===== config.mk =====
export PLATFORM = sky130hd
export DESIGN_NAME = midpoint_ellipse_points
export DESIGN_NICKNAME = d
export VERILOG_FILES = /design/src/design/mep_pkg.sv /design/src/design/mep_datapath.sv /design/src/design/mep_ctrl.sv /design/src/design/midpoint_ellipse_points.sv
export VERILOG_INCLUDE_DIRS = /design/src /design/src/design
export SDC_FILE = /design/constraint.sdc
export NUM_CORES = 2
export LEC_CHECK = 0
export ABC_CLOCK_PERIOD_IN_PS = 10500
export BUFFER_PORTS_ARGS = -buffer_cell sky130_fd_sc_hd__buf_2
export CAP_MARGIN = 20
export CELL_PAD_IN_SITES_DETAIL_PLACEMENT = 1
export CELL_PAD_IN_SITES_GLOBAL_PLACEMENT = 1
export CORE_ASPECT_RATIO = 1.2
export CORE_UTILIZATION = 35
export CTS_CLUSTER_DIAMETER = 80
export DETAILED_ROUTE_END_ITERATION = 6
export PLACE_DENSITY = 0.61
export REMOVE_ABC_BUFFERS = 1
export SLEW_MARGIN = 30
export SYNTH_ARGS = -nofsm -noshare
export SYNTH_HDL_FRONTEND = slang
export SYNTH_SLANG_ARGS = --single-unit

===== constraint.sdc =====
create_clock -name i_clk -period 10.5 [get_ports i_clk]
set_input_delay 0 -clock i_clk [delete_from_list [all_inputs] [get_ports i_clk]]
set_output_delay 0 -clock i_clk [all_outputs]
set_load 0.005 [all_outputs]

===== src/design/midpoint_ellipse_points_defines.svh =====
// Assertion macros for the ellipse point generator.
// Each macro expects i_clk and i_rst_n in the enclosing scope.
`ifndef MIDPOINT_ELLIPSE_POINTS_DEFINES_SVH
`define MIDPOINT_ELLIPSE_POINTS_DEFINES_SVH

`ifndef SYNTHESIS

// same-cycle implication
`define MEP_ASSERT_IMP(label, ante, cons) \
    label: assert property (@(posedge i_clk) disable iff (!i_rst_n) (ante) |-> (cons)) \
        else $error("midpoint ellipse: same-cycle check failed");

// next-cycle implication
`define MEP_ASSERT_NEXT(label, ante, cons) \
    label: assert property (@(posedge i_clk) disable iff (!i_rst_n) (ante) |=> (cons)) \
        else $error("midpoint ellipse: next-cycle check failed");

`else

`define MEP_ASSERT_IMP(label, ante, cons)
`define MEP_ASSERT_NEXT(label, ante, cons)

`endif

`endif


===== src/design/mep_pkg.sv =====
package mep_pkg;

    localparam int AXIS_BITS_DEF  = 10;
    localparam int COORD_BITS_DEF = 12;
    localparam int OUT_W          = 14;

    localparam logic KIND_START = 1'b0;

    typedef logic [1:0] t_region;
    localparam t_region REG_START = 2'd0;
    localparam t_region REG_ONE   = 2'd1;
    localparam t_region REG_TWO   = 2'd2;

    // multiplier operand selection
    typedef logic [3:0] t_mul_sel;
    localparam t_mul_sel MUL_NONE    = 4'd0;
    localparam t_mul_sel MUL_AA      = 4'd1;
    localparam t_mul_sel MUL_BB      = 4'd2;
    localparam t_mul_sel MUL_ASQ_B   = 4'd3;
    localparam t_mul_sel MUL_TX_TX   = 4'd4;
    localparam t_mul_sel MUL_BSQ_P   = 4'd5;
    localparam t_mul_sel MUL_YM_YM   = 4'd6;
    localparam t_mul_sel MUL_ASQ_P   = 4'd7;
    localparam t_mul_sel MUL_ASQ_BSQ = 4'd8;

    // decision register update
    typedef logic [2:0] t_dec_op;
    localparam t_dec_op DEC_HOLD  = 3'd0;
    localparam t_dec_op DEC_INIT  = 3'd1;
    localparam t_dec_op DEC_STEP1 = 3'd2;
    localparam t_dec_op DEC_STEP2 = 3'd3;
    localparam t_dec_op DEC_LOADP = 3'd4;
    localparam t_dec_op DEC_ADD4P = 3'd5;
    localparam t_dec_op DEC_SUB4P = 3'd6;

    typedef struct packed {
        logic     load;
        t_mul_sel mul_sel;
        logic     asq_ld;
        logic     bsq_ld;
        logic     sy_ld;
        logic     step1;
        logic     step2;
        t_dec_op  dec_op;
        logic     out_ld;
        t_region  out_region;
        logic     out_last;
    } t_dp_cmd;

    typedef struct packed {
        logic slope_lt;
        logic offy_zero;
        logic out_free;
    } t_dp_stat;

endpackage


===== src/design/mep_datapath.sv =====
module mep_datapath import mep_pkg::*; #(
    parameter int AXIS_BITS  = AXIS_BITS_DEF,
    parameter int COORD_BITS = COORD_BITS_DEF
) (
    input  logic                  i_clk,
    input  logic                  i_rst_n,
    input  t_dp_cmd               i_cmd,
    output t_dp_stat              o_stat,
    input  logic [AXIS_BITS-1:0]  i_semi_axis_x,
    input  logic [AXIS_BITS-1:0]  i_semi_axis_y,
    input  logic [COORD_BITS-1:0] i_centre_x,
    input  logic [COORD_BITS-1:0] i_centre_y,
    output logic                  o_valid,
    input  logic                  i_ready,
    output logic [OUT_W-1:0]      o_right_x,
    output logic [OUT_W-1:0]      o_left_x,
    output logic [OUT_W-1:0]      o_upper_y,
    output logic [OUT_W-1:0]      o_lower_y,
    output t_region               o_region,
    output logic                  o_last
);

    localparam int OFF_W   = AXIS_BITS + 1;
    localparam int SQ_W    = 2 * AXIS_BITS;
    localparam int SLOPE_W = 3 * AXIS_BITS + 3;
    localparam int DEC_W   = (4 * AXIS_BITS + 8 > 64) ? 64 : 4 * AXIS_BITS + 8;
    localparam int MA_W    = 2 * AXIS_BITS;
    localparam int MB_W    = 2 * AXIS_BITS + 4;
    localparam int PROD_W  = MA_W + MB_W;
    localparam int CALC_W  = ((COORD_BITS > OFF_W) ? COORD_BITS : OFF_W) + OUT_W;

    logic [OFF_W-1:0]      r_off_x, r_off_y, n_off_x, n_off_y;
    logic [SLOPE_W-1:0]    r_sx, r_sy, n_sx, n_sy;
    logic [DEC_W-1:0]      r_dec, n_dec;
    logic [SQ_W-1:0]       r_asq, r_bsq;
    logic [COORD_BITS-1:0] r_cx, r_cy;
    logic [PROD_W-1:0]     r_prod;
    logic                  r_stepped, n_stepped;
    logic                  r_out_valid;
    logic [OUT_W-1:0]      r_right_x, r_left_x, r_upper_y, r_lower_y;
    t_region               r_region;
    logic                  r_last;

    logic [MA_W-1:0]    op_a;
    logic [MB_W-1:0]    op_b;
    logic [PROD_W-1:0]  mul_res;
    logic [OFF_W:0]     tx;
    logic [OFF_W-1:0]   ym;
    logic [SLOPE_W-1:0] asq2, bsq2;
    logic [DEC_W-1:0]   p_dec, sx_dec, sy_dec, asq_dec, bsq_dec;
    logic               dec_neg, dec_zero;

    assign tx       = {r_off_x, 1'b1};
    assign ym       = r_off_y - OFF_W'(1);
    assign asq2     = SLOPE_W'(r_asq) << 1;
    assign bsq2     = SLOPE_W'(r_bsq) << 1;
    assign p_dec    = DEC_W'(r_prod);
    assign sx_dec   = DEC_W'(r_sx);
    assign sy_dec   = DEC_W'(r_sy);
    assign asq_dec  = DEC_W'(r_asq);
    assign bsq_dec  = DEC_W'(r_bsq);
    assign dec_neg  = r_dec[DEC_W-1];
    assign dec_zero = (r_dec == '0);

    // shared multiplier, one product per cycle
    always_comb begin
        op_a = '0;
        op_b = '0;
        unique case (i_cmd.mul_sel)
            MUL_NONE: begin
                op_a = '0;
                op_b = '0;
            end
            MUL_AA: begin
                op_a = MA_W'(i_semi_axis_x);
                op_b = MB_W'(i_semi_axis_x);
            end
            MUL_BB: begin
                op_a = MA_W'(r_off_y);
                op_b = MB_W'(r_off_y);
            end
            MUL_ASQ_B: begin
                op_a = r_asq;
                op_b = MB_W'(r_off_y);
            end
            MUL_TX_TX: begin
                op_a = MA_W'(tx);
                op_b = MB_W'(tx);
            end
            MUL_BSQ_P: begin
                op_a = r_bsq;
                op_b = MB_W'(r_prod);
            end
            MUL_YM_YM: begin
                op_a = MA_W'(ym);
                op_b = MB_W'(ym);
            end
            MUL_ASQ_P: begin
                op_a = r_asq;
                op_b = MB_W'(r_prod);
            end
            MUL_ASQ_BSQ: begin
                op_a = r_asq;
                op_b = MB_W'(r_bsq);
            end
            default: begin
                op_a = '0;
                op_b = '0;
            end
        endcase
    end

    assign mul_res = op_a * op_b;

    // offsets and slope terms
    always_comb begin
        n_off_x   = r_off_x;
        n_off_y   = r_off_y;
        n_sx      = r_sx;
        n_sy      = r_sy;
        n_stepped = r_stepped;
        priority if (i_cmd.load) begin
            n_off_x = '0;
            n_off_y = OFF_W'(i_semi_axis_y);
            n_sx    = '0;
        end else if (i_cmd.sy_ld) begin
            n_sy = SLOPE_W'(r_prod) << 1;
        end else if (i_cmd.step1) begin
            n_off_x   = r_off_x + OFF_W'(1);
            n_sx      = r_sx + bsq2;
            n_stepped = !dec_neg;
            if (!dec_neg) begin
                n_off_y = r_off_y - OFF_W'(1);
                n_sy    = r_sy - asq2;
            end
        end else if (i_cmd.step2) begin
            n_off_y   = r_off_y - OFF_W'(1);
            n_sy      = r_sy - asq2;
            n_stepped = dec_neg || dec_zero;
            if (dec_neg || dec_zero) begin
                n_off_x = r_off_x + OFF_W'(1);
                n_sx    = r_sx + bsq2;
            end
        end else begin
            n_stepped = r_stepped;
        end
    end

    // decision value, kept scaled by four
    always_comb begin
        n_dec = r_dec;
        unique case (i_cmd.dec_op)
            DEC_HOLD:  n_dec = r_dec;
            DEC_INIT:  n_dec = (bsq_dec << 2) + asq_dec - (p_dec << 2);
            DEC_STEP1: n_dec = r_dec + (bsq_dec << 2) + (sx_dec << 2)
                             - (r_stepped ? (sy_dec << 2) : '0);
            DEC_STEP2: n_dec = r_dec + (asq_dec << 2) - (sy_dec << 2)
                             + (r_stepped ? (sx_dec << 2) : '0);
            DEC_LOADP: n_dec = p_dec;
            DEC_ADD4P: n_dec = r_dec + (p_dec << 2);
            DEC_SUB4P: n_dec = r_dec - (p_dec << 2);
            default:   n_dec = r_dec;
        endcase
    end

    always_ff @(posedge i_clk) begin
        r_off_x   <= n_off_x;
        r_off_y   <= n_off_y;
        r_sx      <= n_sx;
        r_sy      <= n_sy;
        r_dec     <= n_dec;
        r_stepped <= n_stepped;
        r_prod    <= mul_res;
        if (i_cmd.load) begin
            r_cx <= i_centre_x;
            r_cy <= i_centre_y;
        end
        if (i_cmd.asq_ld) begin
            r_asq <= SQ_W'(r_prod);
        end
        if (i_cmd.bsq_ld) begin
            r_bsq <= SQ_W'(r_prod);
        end
        if (i_cmd.out_ld) begin
            r_right_x <= OUT_W'(CALC_W'(r_cx) + CALC_W'(r_off_x));
            r_left_x  <= OUT_W'(CALC_W'(r_cx) - CALC_W'(r_off_x));
            r_upper_y <= OUT_W'(CALC_W'(r_cy) - CALC_W'(r_off_y));
            r_lower_y <= OUT_W'(CALC_W'(r_cy) + CALC_W'(r_off_y));
            r_region  <= i_cmd.out_region;
            r_last    <= i_cmd.out_last;
        end
    end

    always_ff @(posedge i_clk) begin
        if (!i_rst_n) begin
            r_out_valid <= 1'b0;
        end else if (i_cmd.out_ld) begin
            r_out_valid <= 1'b1;
        end else if (i_ready) begin
            r_out_valid <= 1'b0;
        end
    end

    assign o_stat.slope_lt  = (r_sx < r_sy);
    assign o_stat.offy_zero = (r_off_y == '0);
    assign o_stat.out_free  = !r_out_valid || i_ready;

    assign o_valid   = r_out_valid;
    assign o_right_x = r_right_x;
    assign o_left_x  = r_left_x;
    assign o_upper_y = r_upper_y;
    assign o_lower_y = r_lower_y;
    assign o_region  = r_region;
    assign o_last    = r_last;

endmodule


===== src/design/mep_ctrl.sv =====
module mep_ctrl import mep_pkg::*; (
    input  logic     i_clk,
    input  logic     i_rst_n,
    input  logic     i_in_valid,
    input  logic     i_in_kind,
    output logic     o_in_ready,
    input  t_dp_stat i_stat,
    output t_dp_cmd  o_cmd
);

    localparam logic [3:0] ST_IDLE   = 4'd0;
    localparam logic [3:0] ST_INIT_B = 4'd1;
    localparam logic [3:0] ST_INIT_C = 4'd2;
    localparam logic [3:0] ST_INIT_D = 4'd3;
    localparam logic [3:0] ST_CHECK  = 4'd4;
    localparam logic [3:0] ST_STEP_B = 4'd5;
    localparam logic [3:0] ST_R2_1   = 4'd6;
    localparam logic [3:0] ST_R2_2   = 4'd7;
    localparam logic [3:0] ST_R2_3   = 4'd8;
    localparam logic [3:0] ST_R2_4   = 4'd9;
    localparam logic [3:0] ST_R2_5   = 4'd10;
    localparam logic [3:0] ST_R2_6   = 4'd11;
    localparam logic [3:0] ST_EMIT   = 4'd12;

    localparam logic [1:0] PH_IDLE = 2'd0;
    localparam logic [1:0] PH_ONE  = 2'd1;
    localparam logic [1:0] PH_TWO  = 2'd2;

    logic [3:0] r_state, n_state;
    logic [1:0] r_phase, n_phase;
    t_region    r_region, n_region;
    logic       emit;

    always_comb begin
        n_state  = r_state;
        n_phase  = r_phase;
        n_region = r_region;
        emit     = 1'b0;
        o_cmd         = '0;
        o_cmd.mul_sel = MUL_NONE;
        o_cmd.dec_op  = DEC_HOLD;
        unique case (r_state)
            ST_IDLE: begin
                if (i_in_valid) begin
                    priority if (i_in_kind == KIND_START) begin
                        o_cmd.load    = 1'b1;
                        o_cmd.mul_sel = MUL_AA;
                        n_region      = REG_START;
                        n_state       = ST_INIT_B;
                    end else if (r_phase == PH_ONE) begin
                        o_cmd.step1 = 1'b1;
                        n_region    = REG_ONE;
                        n_state     = ST_STEP_B;
                    end else if (r_phase == PH_TWO) begin
                        o_cmd.step2 = 1'b1;
                        n_region    = REG_TWO;
                        n_state     = ST_STEP_B;
                    end else begin
                        // step with nothing running: drop it
                        n_state = ST_IDLE;
                    end
                end
            end
            ST_INIT_B: begin
                o_cmd.asq_ld  = 1'b1;
                o_cmd.mul_sel = MUL_BB;
                n_state       = ST_INIT_C;
            end
            ST_INIT_C: begin
                o_cmd.bsq_ld  = 1'b1;
                o_cmd.mul_sel = MUL_ASQ_B;
                n_state       = ST_INIT_D;
            end
            ST_INIT_D: begin
                o_cmd.sy_ld  = 1'b1;
                o_cmd.dec_op = DEC_INIT;
                n_phase      = PH_ONE;
                n_state      = ST_CHECK;
            end
            ST_CHECK: begin
                priority if (i_stat.slope_lt) begin
                    emit = 1'b1;
                end else if (i_stat.offy_zero) begin
                    n_phase = PH_IDLE;
                    emit    = 1'b1;
                end else begin
                    n_phase = PH_TWO;
                    n_state = ST_R2_1;
                end
            end
            ST_STEP_B: begin
                if (r_phase == PH_ONE) begin
                    o_cmd.dec_op = DEC_STEP1;
                    priority if (i_stat.slope_lt) begin
                        emit = 1'b1;
                    end else if (i_stat.offy_zero) begin
                        n_phase = PH_IDLE;
                        emit    = 1'b1;
                    end else begin
                        n_phase = PH_TWO;
                        n_state = ST_R2_1;
                    end
                end else begin
                    o_cmd.dec_op = DEC_STEP2;
                    if (i_stat.offy_zero) begin
                        n_phase = PH_IDLE;
                    end
                    emit = 1'b1;
                end
            end
            // region-two start value, products taken one after another
            ST_R2_1: begin
                o_cmd.mul_sel = MUL_TX_TX;
                n_state       = ST_R2_2;
            end
            ST_R2_2: begin
                o_cmd.mul_sel = MUL_BSQ_P;
                n_state       = ST_R2_3;
            end
            ST_R2_3: begin
                o_cmd.dec_op  = DEC_LOADP;
                o_cmd.mul_sel = MUL_YM_YM;
                n_state       = ST_R2_4;
            end
            ST_R2_4: begin
                o_cmd.mul_sel = MUL_ASQ_P;
                n_state       = ST_R2_5;
            end
            ST_R2_5: begin
                o_cmd.dec_op  = DEC_ADD4P;
                o_cmd.mul_sel = MUL_ASQ_BSQ;
                n_state       = ST_R2_6;
            end
            ST_R2_6: begin
                o_cmd.dec_op = DEC_SUB4P;
                emit         = 1'b1;
            end
            ST_EMIT: begin
                emit = 1'b1;
            end
            default: begin
                n_state = ST_IDLE;
            end
        endcase

        // hand the point to the output register, or hold until it drains
        if (emit) begin
            if (i_stat.out_free) begin
                o_cmd.out_ld = 1'b1;
                n_state      = ST_IDLE;
            end else begin
                n_state = ST_EMIT;
            end
        end
        o_cmd.out_region = r_region;
        o_cmd.out_last   = (n_phase == PH_IDLE);
    end

    always_ff @(posedge i_clk) begin
        if (!i_rst_n) begin
            r_state  <= ST_IDLE;
            r_phase  <= PH_IDLE;
            r_region <= REG_START;
        end else begin
            r_state  <= n_state;
            r_phase  <= n_phase;
            r_region <= n_region;
        end
    end

    assign o_in_ready = (r_state == ST_IDLE);

endmodule


===== src/design/midpoint_ellipse_points.sv =====
// Midpoint ellipse point generator.
// Slave stream: a request with tuser = 0 starts an ellipse from the semi-axes
// and centre in tdata; tuser = 1 advances the running ellipse by one point.
// Master stream: one point set per request (none for a step with no ellipse
// running): four coordinates in tdata, the region (0 start, 1, 2) in tuser,
// and tlast on the final point of the ellipse.
// A step passes through the step state to the output register; a start
// passes through the set-up states and the check state, and either one
// entering region two goes on through the region-two states, for five
// products through the single shared multiplier. A new request is taken
// only in the idle state, once the current one is handed over.
// Each step is a handful of additions; the multiplier runs only at start and
// at the change to region two.
// The result waits in an output register, and the next request is taken
// while it waits; a stalled receiver holds the block only once a second
// result is ready.
// Reset (synchronous, active low) drops any running ellipse and any result
// not yet taken.
`include "midpoint_ellipse_points_defines.svh"

module midpoint_ellipse_points import mep_pkg::*; #(
    parameter int AXIS_BITS  = AXIS_BITS_DEF,
    parameter int COORD_BITS = COORD_BITS_DEF,
    localparam int IN_DATA_W = ((2 * AXIS_BITS + 2 * COORD_BITS + 7) / 8) * 8
) (
    input  logic                 i_clk,
    input  logic                 i_rst_n,
    input  logic                 s_axis_tvalid,
    output logic                 s_axis_tready,
    // semi_axis_x, semi_axis_y, centre_x, centre_y, zero fill
    input  logic [IN_DATA_W-1:0] s_axis_tdata,
    // kind
    input  logic                 s_axis_tuser,
    output logic                 m_axis_tvalid,
    input  logic                 m_axis_tready,
    // right_x, left_x, upper_y, lower_y
    output logic [4*OUT_W-1:0]   m_axis_tdata,
    // region
    output logic [1:0]           m_axis_tuser,
    output logic                 m_axis_tlast
);

    localparam int AX_LO = 0;
    localparam int AY_LO = AXIS_BITS;
    localparam int CX_LO = 2 * AXIS_BITS;
    localparam int CY_LO = 2 * AXIS_BITS + COORD_BITS;

    t_dp_cmd          dp_cmd;
    t_dp_stat         dp_stat;
    logic [OUT_W-1:0] right_x, left_x, upper_y, lower_y;
    t_region          region;

    mep_ctrl u_ctrl (
        .i_clk      (i_clk),
        .i_rst_n    (i_rst_n),
        .i_in_valid (s_axis_tvalid),
        .i_in_kind  (s_axis_tuser),
        .o_in_ready (s_axis_tready),
        .i_stat     (dp_stat),
        .o_cmd      (dp_cmd)
    );

    mep_datapath #(
        .AXIS_BITS  (AXIS_BITS),
        .COORD_BITS (COORD_BITS)
    ) u_datapath (
        .i_clk         (i_clk),
        .i_rst_n       (i_rst_n),
        .i_cmd         (dp_cmd),
        .o_stat        (dp_stat),
        .i_semi_axis_x (s_axis_tdata[AX_LO +: AXIS_BITS]),
        .i_semi_axis_y (s_axis_tdata[AY_LO +: AXIS_BITS]),
        .i_centre_x    (s_axis_tdata[CX_LO +: COORD_BITS]),
        .i_centre_y    (s_axis_tdata[CY_LO +: COORD_BITS]),
        .o_valid       (m_axis_tvalid),
        .i_ready       (m_axis_tready),
        .o_right_x     (right_x),
        .o_left_x      (left_x),
        .o_upper_y     (upper_y),
        .o_lower_y     (lower_y),
        .o_region      (region),
        .o_last        (m_axis_tlast)
    );

    assign m_axis_tdata = {lower_y, upper_y, left_x, right_x};
    assign m_axis_tuser = region;

    // the final point of an ellipse always sits on the horizontal axis
    `MEP_ASSERT_IMP(a_last_on_axis, m_axis_tvalid && m_axis_tlast, upper_y == lower_y)
    `MEP_ASSERT_IMP(a_load_slot_free, dp_cmd.out_ld, dp_stat.out_free)
    `MEP_ASSERT_IMP(a_idle_no_load, s_axis_tready, !dp_cmd.out_ld)
    `MEP_ASSERT_NEXT(a_load_shows, dp_cmd.out_ld, m_axis_tvalid)

endmodule


---- Yosys cells after proc, flatten, opt, wreduce, memory -nomap -nowiden ----
Index checks and enable logic that the tools add are counted.
W data, S select, Z words.
cells by class
  $add $sub $neg .......................... 18
  multiply operators ...................... 1
  order comparisons ....................... 1
  equal/unequal tests ..................... 36
  mux-type cells .......................... 63
  bitwise gates (word level) .............. 2
  reduce and logical (&&, ||, !) cells .... 25
operator list
  cell                  count
  $pmux W48 S6          1
  $mux W33              7
  $pmux W24 S6          1
  $pmux W20 S6          1
  $add A48 B22 Y48      2
  $sub A48 B46 Y48      2
  $mux W35              2
  $mux W11              6
  $add A48 B35 Y48      1
  $add A48 B46 Y48      1
  $add A48 B48 Y48      1
  $logic_not A48 Y1     1
  $pmux W4 S12          1
  $sub A48 B35 Y48      1
  $sub A48 B48 Y48      1
  $mul A20 B24 Y44      1
  $add A33 B21 Y33      1
  $lt A33 B33 Y1        1
  $sub A33 B21 Y33      1
  $eq A4 B3 Y1 const B  8
  $pmux W4 S8           1
  $mux W4               7
  $add A12 B11 Y13      2
  $sub A12 B11 Y13      2
  36 further kinds      93
word-level totals
  register bits ........................... 313
  bits of input ports ..................... 53
  output and inout port bits .............. 61

---- Depth between registers and ports, before layout ----
  word-level depth ........................ 10
  gate-level depth with buffers ........... 37
  depth with buffers taken out ............ 34

---- Modules after synthesis ----
A second synthesis with hierarchy kept.
unflattened totals
  cells, all modules ...................... 5514
  area total of the unflattened synthesis .. 46758.6 µm²
by module, submodules not included
  module        times used  cells each  area an instance (µm²)  seq. area each (µm²)
  mep_datapath  1           5412        45975.3                 8027.7
  mep_ctrl      1           102         783.3                   160.2

---- Worst setup path before layout ----
Ideal clock, no wire load.
  kind .................................... reg-to-reg
  start point ............................. reg u_ctrl.r_state[1]
  end point ............................... reg u_datapath.r_prod[41]
  library setup time ...................... 120 ps
  data arrival time ....................... 8569 ps
  required time ........................... 10380 ps
  slack ................................... 1810 ps
  stages on the path, launching flop included .. 33
  path through ............................ dfxtp_1 -> clkbuf_1 -> buf_1 -> nor3_1 -> clkbuf_1 -> a222oi_1 -> nand2_1 -> clkbuf_1 -> nand2_1 -> fa_1 -> inv_1 -> fa_1 -> inv_1 -> fa_1 -> inv_1 -> fa_1 -> fa_1 -> fa_1 -> inv_1 -> fa_1 -> inv_1 -> ha_1 -> nand2_1 -> or4_1 -> nand2b_1 -> o211ai_1 -> o2111ai_1 -> nor3b_1 -> nor2_1 -> a21oi_1 -> o21ai_0 -> a21oi_1 -> xnor2_1
between the ends
  cells in the longest elaborated chain, start to end .. 6
  elaborated cells on any way between the ends .. 23
  those cells by class .................... mul: 1; eq/ne: 15; mux: 3; reduce/logical: 4
RTL lines
  element                                                                       line                 source
  start: declaration                                                            mep_ctrl.sv:29       logic [3:0] r_state, n_state;
  start signal: assignment                                                      mep_ctrl.sv:165      r_state <= n_state;
  $eq A4 B4 Y1 (tied with other cells)                                          mep_ctrl.sv:42       unique case (r_state)
  $pmux W4 S8 *                                                                 mep_ctrl.sv:42
  $eq A4 B2 Y1 (tied with other cells)                                          mep_datapath.sv:69   unique case (i_cmd.mul_sel)
  $reduce_or A3 Y1 (no source line) / $reduce_or A2 Y1 (equally long branches)  --
  $pmux W20 S6 / $pmux W24 S6 (equally long branches)                           mep_datapath.sv:69
  $mul A20 B24 Y44 *                                                            mep_datapath.sv:113  assign mul_res = op_a * op_b;
  named net u_datapath.mul_res[41]                                              mep_datapath.sv:46   logic [PROD_W-1:0] mul_res;
  end signal: assignment                                                        mep_datapath.sv:173  r_prod <= mul_res;
  end: declaration                                                              mep_datapath.sv:37   logic [PROD_W-1:0] r_prod;
The timed path passes the listed nets; every way through them passes the cells marked *.
A chain may end at the register's enable or synchronous reset.

---- Final worst setup path ----
  start point ............................. reg u_datapath.r_off_y[1]
  end point ............................... reg u_datapath.r_prod[43]
between the ends
  cells in the longest elaborated chain, start to end .. 3
  elaborated cells on any way between the ends .. 4
  those cells by class .................... add/sub: 1; mul: 1; mux: 2
RTL lines
  element                                              line                 source
  start: declaration                                   mep_datapath.sv:32   logic [OFF_W-1:0] r_off_x, r_off_y, n_off_x, n_off_y;
  start signal: assignment                             mep_datapath.sv:168  r_off_y <= n_off_y;
  $sub A11 B1 Y11                                      mep_datapath.sv:54   assign ym = r_off_y - OFF_W'(1);
  $pmux W20 S6 / $pmux W24 S6 (equally long branches)  mep_datapath.sv:69
  $mul A20 B24 Y44 *                                   mep_datapath.sv:113
  named net u_datapath.mul_res[43]                     mep_datapath.sv:46
Marked as above.

==> Implementation_results.wiki <==
{| class="wikitable"
! Metric !! Value
|-
| Result of the run || completed
|-
| Overall via count from detail_route || slightly below 40k
|-
| Via count of the first global-routing pass || ~42k
|-
| Ports || ~110
|-
| Multiplexer share of the synthesized area || 0.006656
|-
| ANT nets after route || 0
|-
| Simple-Gate Fraction of Synth Area || 0.1511
|-
| Overall routed net length || 169.3 mm
|-
| Netlist Area Pre-Place || roughly 46,000 sq um
|-
| Global Route Usage Sum || 0.2565
|-
| Pin count of the biggest net entering global routing || 65
|-
| XOR/XNOR share of the synthesized area || 0.06473
|-
| Area of placed instances || about 49,000 sq um
|-
| Required time at the worst-slack endpoint || 11,010 ps
|-
| CTS Buf Count || between 40 and 50
|-
| Starting density of the core || 0.3526
|-
| Fraction of layout instances using a drive strength above 1 || 0.06879
|-
| Setup slack, reg-to-reg || about 550 ps
|-
| Destination of the worst register-to-register timing path || u_datapath.r_prod[43]
|-
| CTS tree || yes
|-
| Data arrival, critical path || about 10,000 ps
|-
| Mean instance size in the synthesized netlist || ~8.5 sq um
|-
| Die X || roughly 330 microns
|-
| Pre-antenna DRT Iters || 6
|-
| Maximum clock insertion buffer count || 3
|-
| Sw Share || 0.4738
|-
| Cell area after layout || between 50,000 and 60,000 sq um
|-
| Clock slew seen by the registers of the worst setup and hold paths || 60 ps
|-
| DRC violations left || 0
|-
| Ranking of synthesized cells by area || sky130_fd_sc_hd__fa_1 22%, sky130_fd_sc_hd__edfxtp_1 14%, sky130_fd_sc_hd__ha_1 13%
|-
| Transition at the pin with the smallest max-transition slack || about 1000 ps
|-
| Clock power share || 0.193
|-
| Count of distinct cell types in the synthesized netlist || 86
|-
| Critical Path Start Type || flip-flop
|-
| Sequential share of power || 0.212
|-
| Root buffer cell || sky130_fd_sc_hd__clkbuf_16
|-
| Worst stage delay on the critical path || 720 ps
|-
| Number of maximum-capacitance violations || 0
|-
| Most common cell type on the critical path || sky130_fd_sc_hd__fa_1
|-
| Cell depth of the worst min-delay path || 2
|-
| Layout Cells excl Fill || approximately 7.2k
|-
| R2r startpoint || u_datapath.r_off_y[1]
|-
| Path type of the worst min-delay path || in -> reg
|-
| Via/cell ratio || ~5.4
|-
| Iter 0 DRT Violations || approximately 2.4k
|-
| Critical Path End Type || flip-flop
|-
| Critical path peak fanout || 10
|-
| Shortest clock period the worst path allows after layout || between 9000 and 10,000 ps
|-
| Cell taking the most area after synthesis || sky130_fd_sc_hd__fa_1
|-
| Part of the power in combinational logic || 0.595
|-
| Global-route wire length before repair || between 200 and 300 mm
|-
| Total Die Area || between 100,000 and 150,000 sq um
|-
| Worst-Skew Late Latency || roughly 660 ps
|-
| Top flip-flop cell by instance count after synthesis || sky130_fd_sc_hd__edfxtp_1
|-
| Initial antenna violation count || 7
|-
| Synthesis-stage register bit count || 305
|-
| Count of cells along the worst register-to-register path || 31
|-
| Y dimension of the die || approximately 400 microns
|-
| Worst Skew || 75.04 ps
|-
| Final setup violation count || 0
|-
| Terminating pin of the worst hold path || u_datapath.r_cy[4]
|-
| Routed WL per cell || around 23 microns
|-
| Tightest slew margin relative to the limit || 0.3084
|-
| Library cell with the highest instance count after synthesis || sky130_fd_sc_hd__inv_1
|-
| Highest ir drop seen on vdd || about 130 uV
|-
| Post-synthesis instance total || between 5k and 6k
|-
| Number of synthesized flops with an enable pin || approximately 210
|-
| Net Sw Power || 4.051 mW
|-
| Final weighted congestion in routability-driven placement || 0.9007
|-
| Achievable Freq || ~0.10 GHz
|-
| Synthesis-to-finish area growth || 10.90%
|-
| Core footprint || ~130,000 sq um
|-
| Fraction of synthesis flops using an asynchronous set or reset pin || 0
|-
| Master of the slowest instance on the critical path || sky130_fd_sc_hd__a222oi_1
|-
| Post-synthesis share of cell area spent on full adders, half adders and majority gates || 0.3533
|-
| Number of buffer cells added on primary ports || ~110
|-
| Number of clock sinks || around 300
|-
| CTS H-tree depth || 2
|-
| Pre-CTS worst setup slack || between 400 and 500 ps
|-
| Count of pins over their slew limit || 0
|-
| Number of nets at the end of the flow || about 6.6k
|-
| Period Utilization, post-route || 0.9475
|-
| Unrepaired setup endpoints after global routing || no
|-
| Inst Count DP || approximately 7.1k
|-
| Slack of the critical path || 551.5 ps
|-
| Main combinational cell family by area after synthesis || adder cells
|-
| Hold Slack || between 60 and 70 ps
|-
| # rows || ~150
|-
| Startpoint of the most critical hold path || s_axis_tdata[36]
|-
| Total negative slack || 0 ps
|-
| DP HPWL || 140.9 mm
|-
| Power per Cell Area || approximately 170 nW/um^2
|-
| Cell internal pwr || 4.498 mW
|-
| Final Hold Fails || 0
|-
| Proportion of synthesized chip area in sequential cells || 0.1785
|-
| Leakage power || 23.93 nW
|-
| Portion of synthesized cell area occupied by the leading cell type || 0.2204
|-
| Type of the worst setup path || reg -> reg
|-
| Post-synthesis compound-gate area fraction || 0.1563
|-
| Most frequent cells after synthesis || 873 x sky130_fd_sc_hd__inv_1, 555 x sky130_fd_sc_hd__nand2_1, 505 x sky130_fd_sc_hd__fa_1, 491 x sky130_fd_sc_hd__nor2_1, 487 x sky130_fd_sc_hd__ha_1
|-
| Yosys warning total || 0
|-
| GRT Residual Overflow || 0
|}
-- metal layers --
metal  wire length (microns)  GRT usage  vias to the layer above
met5                       9          0                        -
met4                    4914    0.07044                        2
met3                    7142    0.02298                      202
met2                   80690     0.4413                      745
met1                   76560     0.3428                    19930
li1                        -          -                    18200
-- cells in the final DEF (no fill, tap or decap), types with 97 or more instances in the layout --
cell / count
sky130_fd_sc_hd__ha_1: 487
sky130_fd_sc_hd__fa_1: 505
sky130_fd_sc_hd__a21o_1: 112
sky130_fd_sc_hd__buf_4: 138
sky130_fd_sc_hd__inv_1: 872
sky130_fd_sc_hd__edfxtp_1: 208
sky130_fd_sc_hd__a21oi_1: 332
sky130_fd_sc_hd__xnor2_1: 218
sky130_fd_sc_hd__o21ai_0: 220
sky130_fd_sc_hd__xor2_1: 121
sky130_fd_sc_hd__nor2_1: 484
sky130_fd_sc_hd__dfxtp_1: 97
sky130_fd_sc_hd__buf_2: 107
sky130_fd_sc_hd__nand2_1: 554
-- power groups by stage --
stage          Sequential (mW)  Combinational (mW)  Clock [mW]
4_1_cts                   1.81                5.05        1.69
6_report                  1.82                5.09        1.65
5_1_grt                   1.83                5.60        1.72
2_1_floorplan             1.68                3.57           0
3_5_place_dp              1.83                4.99           0
3_3_place_gp              1.83                4.92           0
-- what timing repair did --
item	CTS	global route
endpoints found under the hold margin	45	0
setup buffers	0	2
hold buffers	41	0
endpoints found under the setup margin	0	3
gates resized for setup	0	10
-- worst max-delay path by stage --
stage | from | to | slack (ps) | cells after the start
floorplan | u_ctrl.r_state[0] | u_datapath.r_prod[41] | 220 | 29
global placement | u_datapath.r_off_y[1] | u_datapath.r_prod[43] | 600 | 33
detailed placement | u_datapath.r_off_y[1] | u_datapath.r_prod[43] | 480 | 33
CTS | u_ctrl.r_state[1] | u_datapath.r_prod[43] | 370 | 28
global route | u_ctrl.r_state[0] | u_datapath.r_prod[43] | 3 | 28
finish | u_datapath.r_off_y[1] | u_datapath.r_prod[43] | 550 | 31
-- worst max-delay path, delay by kind of cell, from the launching register on --
family | cells | cell delay [ps]
AO/OA/AOI/OAI | 7 | 2360
XOR/XNOR | 1 | 120
adder cells (fa/ha/maj) | 9 | 4280
buffers and inverters | 6 | 520
flip-flops | 1 | 350
AND/OR/NAND/NOR | 8 | 2140
-- kinds of logic (layout without fill, tap and decap cells) --
logic type,Yosys count,in the layout
buffers and inverters,1084,1242
multiplexers,30,30
adder cells (fa/ha/maj),992,992
AO/OA/AOI/OAI,1103,1103
XOR/XNOR,339,339
flip-flops,305,305
AND/OR/NAND/NOR,1540,1540
other,1,8
-- final cells by class --
type / instances / area (sq um)
Antenna cell: 6 / 15.01
Clock buffer: 56 / 1199
Clock inverter: 26 / 359.1
Fill cell: 15450 / 79220
Inverter: 874 / 3282
Multi-Input combinational cell: 4006 / 33720
Sequential cell: 305 / 8188
Tap cell: 1690 / 2115
Timing Repair Buffer: 286 / 1982
-- metrics by stage --
stage                     total power [mW]    util
after detailed placement             6.825  0.3753
final                                8.549  0.3910
after global routing                 9.154  0.3910
after CTS                            8.546  0.3904
after floorplan                      5.252       -
after global placement               6.752  0.3752
-- registers in the layout (all words and copies together), names as in the netlist, 4 cells and up --
signal / count
u_datapath.r_dec: 48
u_datapath.r_prod: 44
u_datapath.r_sx: 32
u_datapath.r_sy: 32
u_datapath.r_asq: 20
u_datapath.r_bsq: 20
u_datapath.o_lower_y: 13
u_datapath.o_right_x: 13
u_datapath.o_left_x: 12
u_datapath.o_upper_y: 12
u_datapath.r_cx: 12
u_datapath.r_cy: 12
u_datapath.r_off_x: 11
u_datapath.r_off_y: 11
u_ctrl.r_state: 4
No activity file was read; power rests on OpenSTA's default activity.
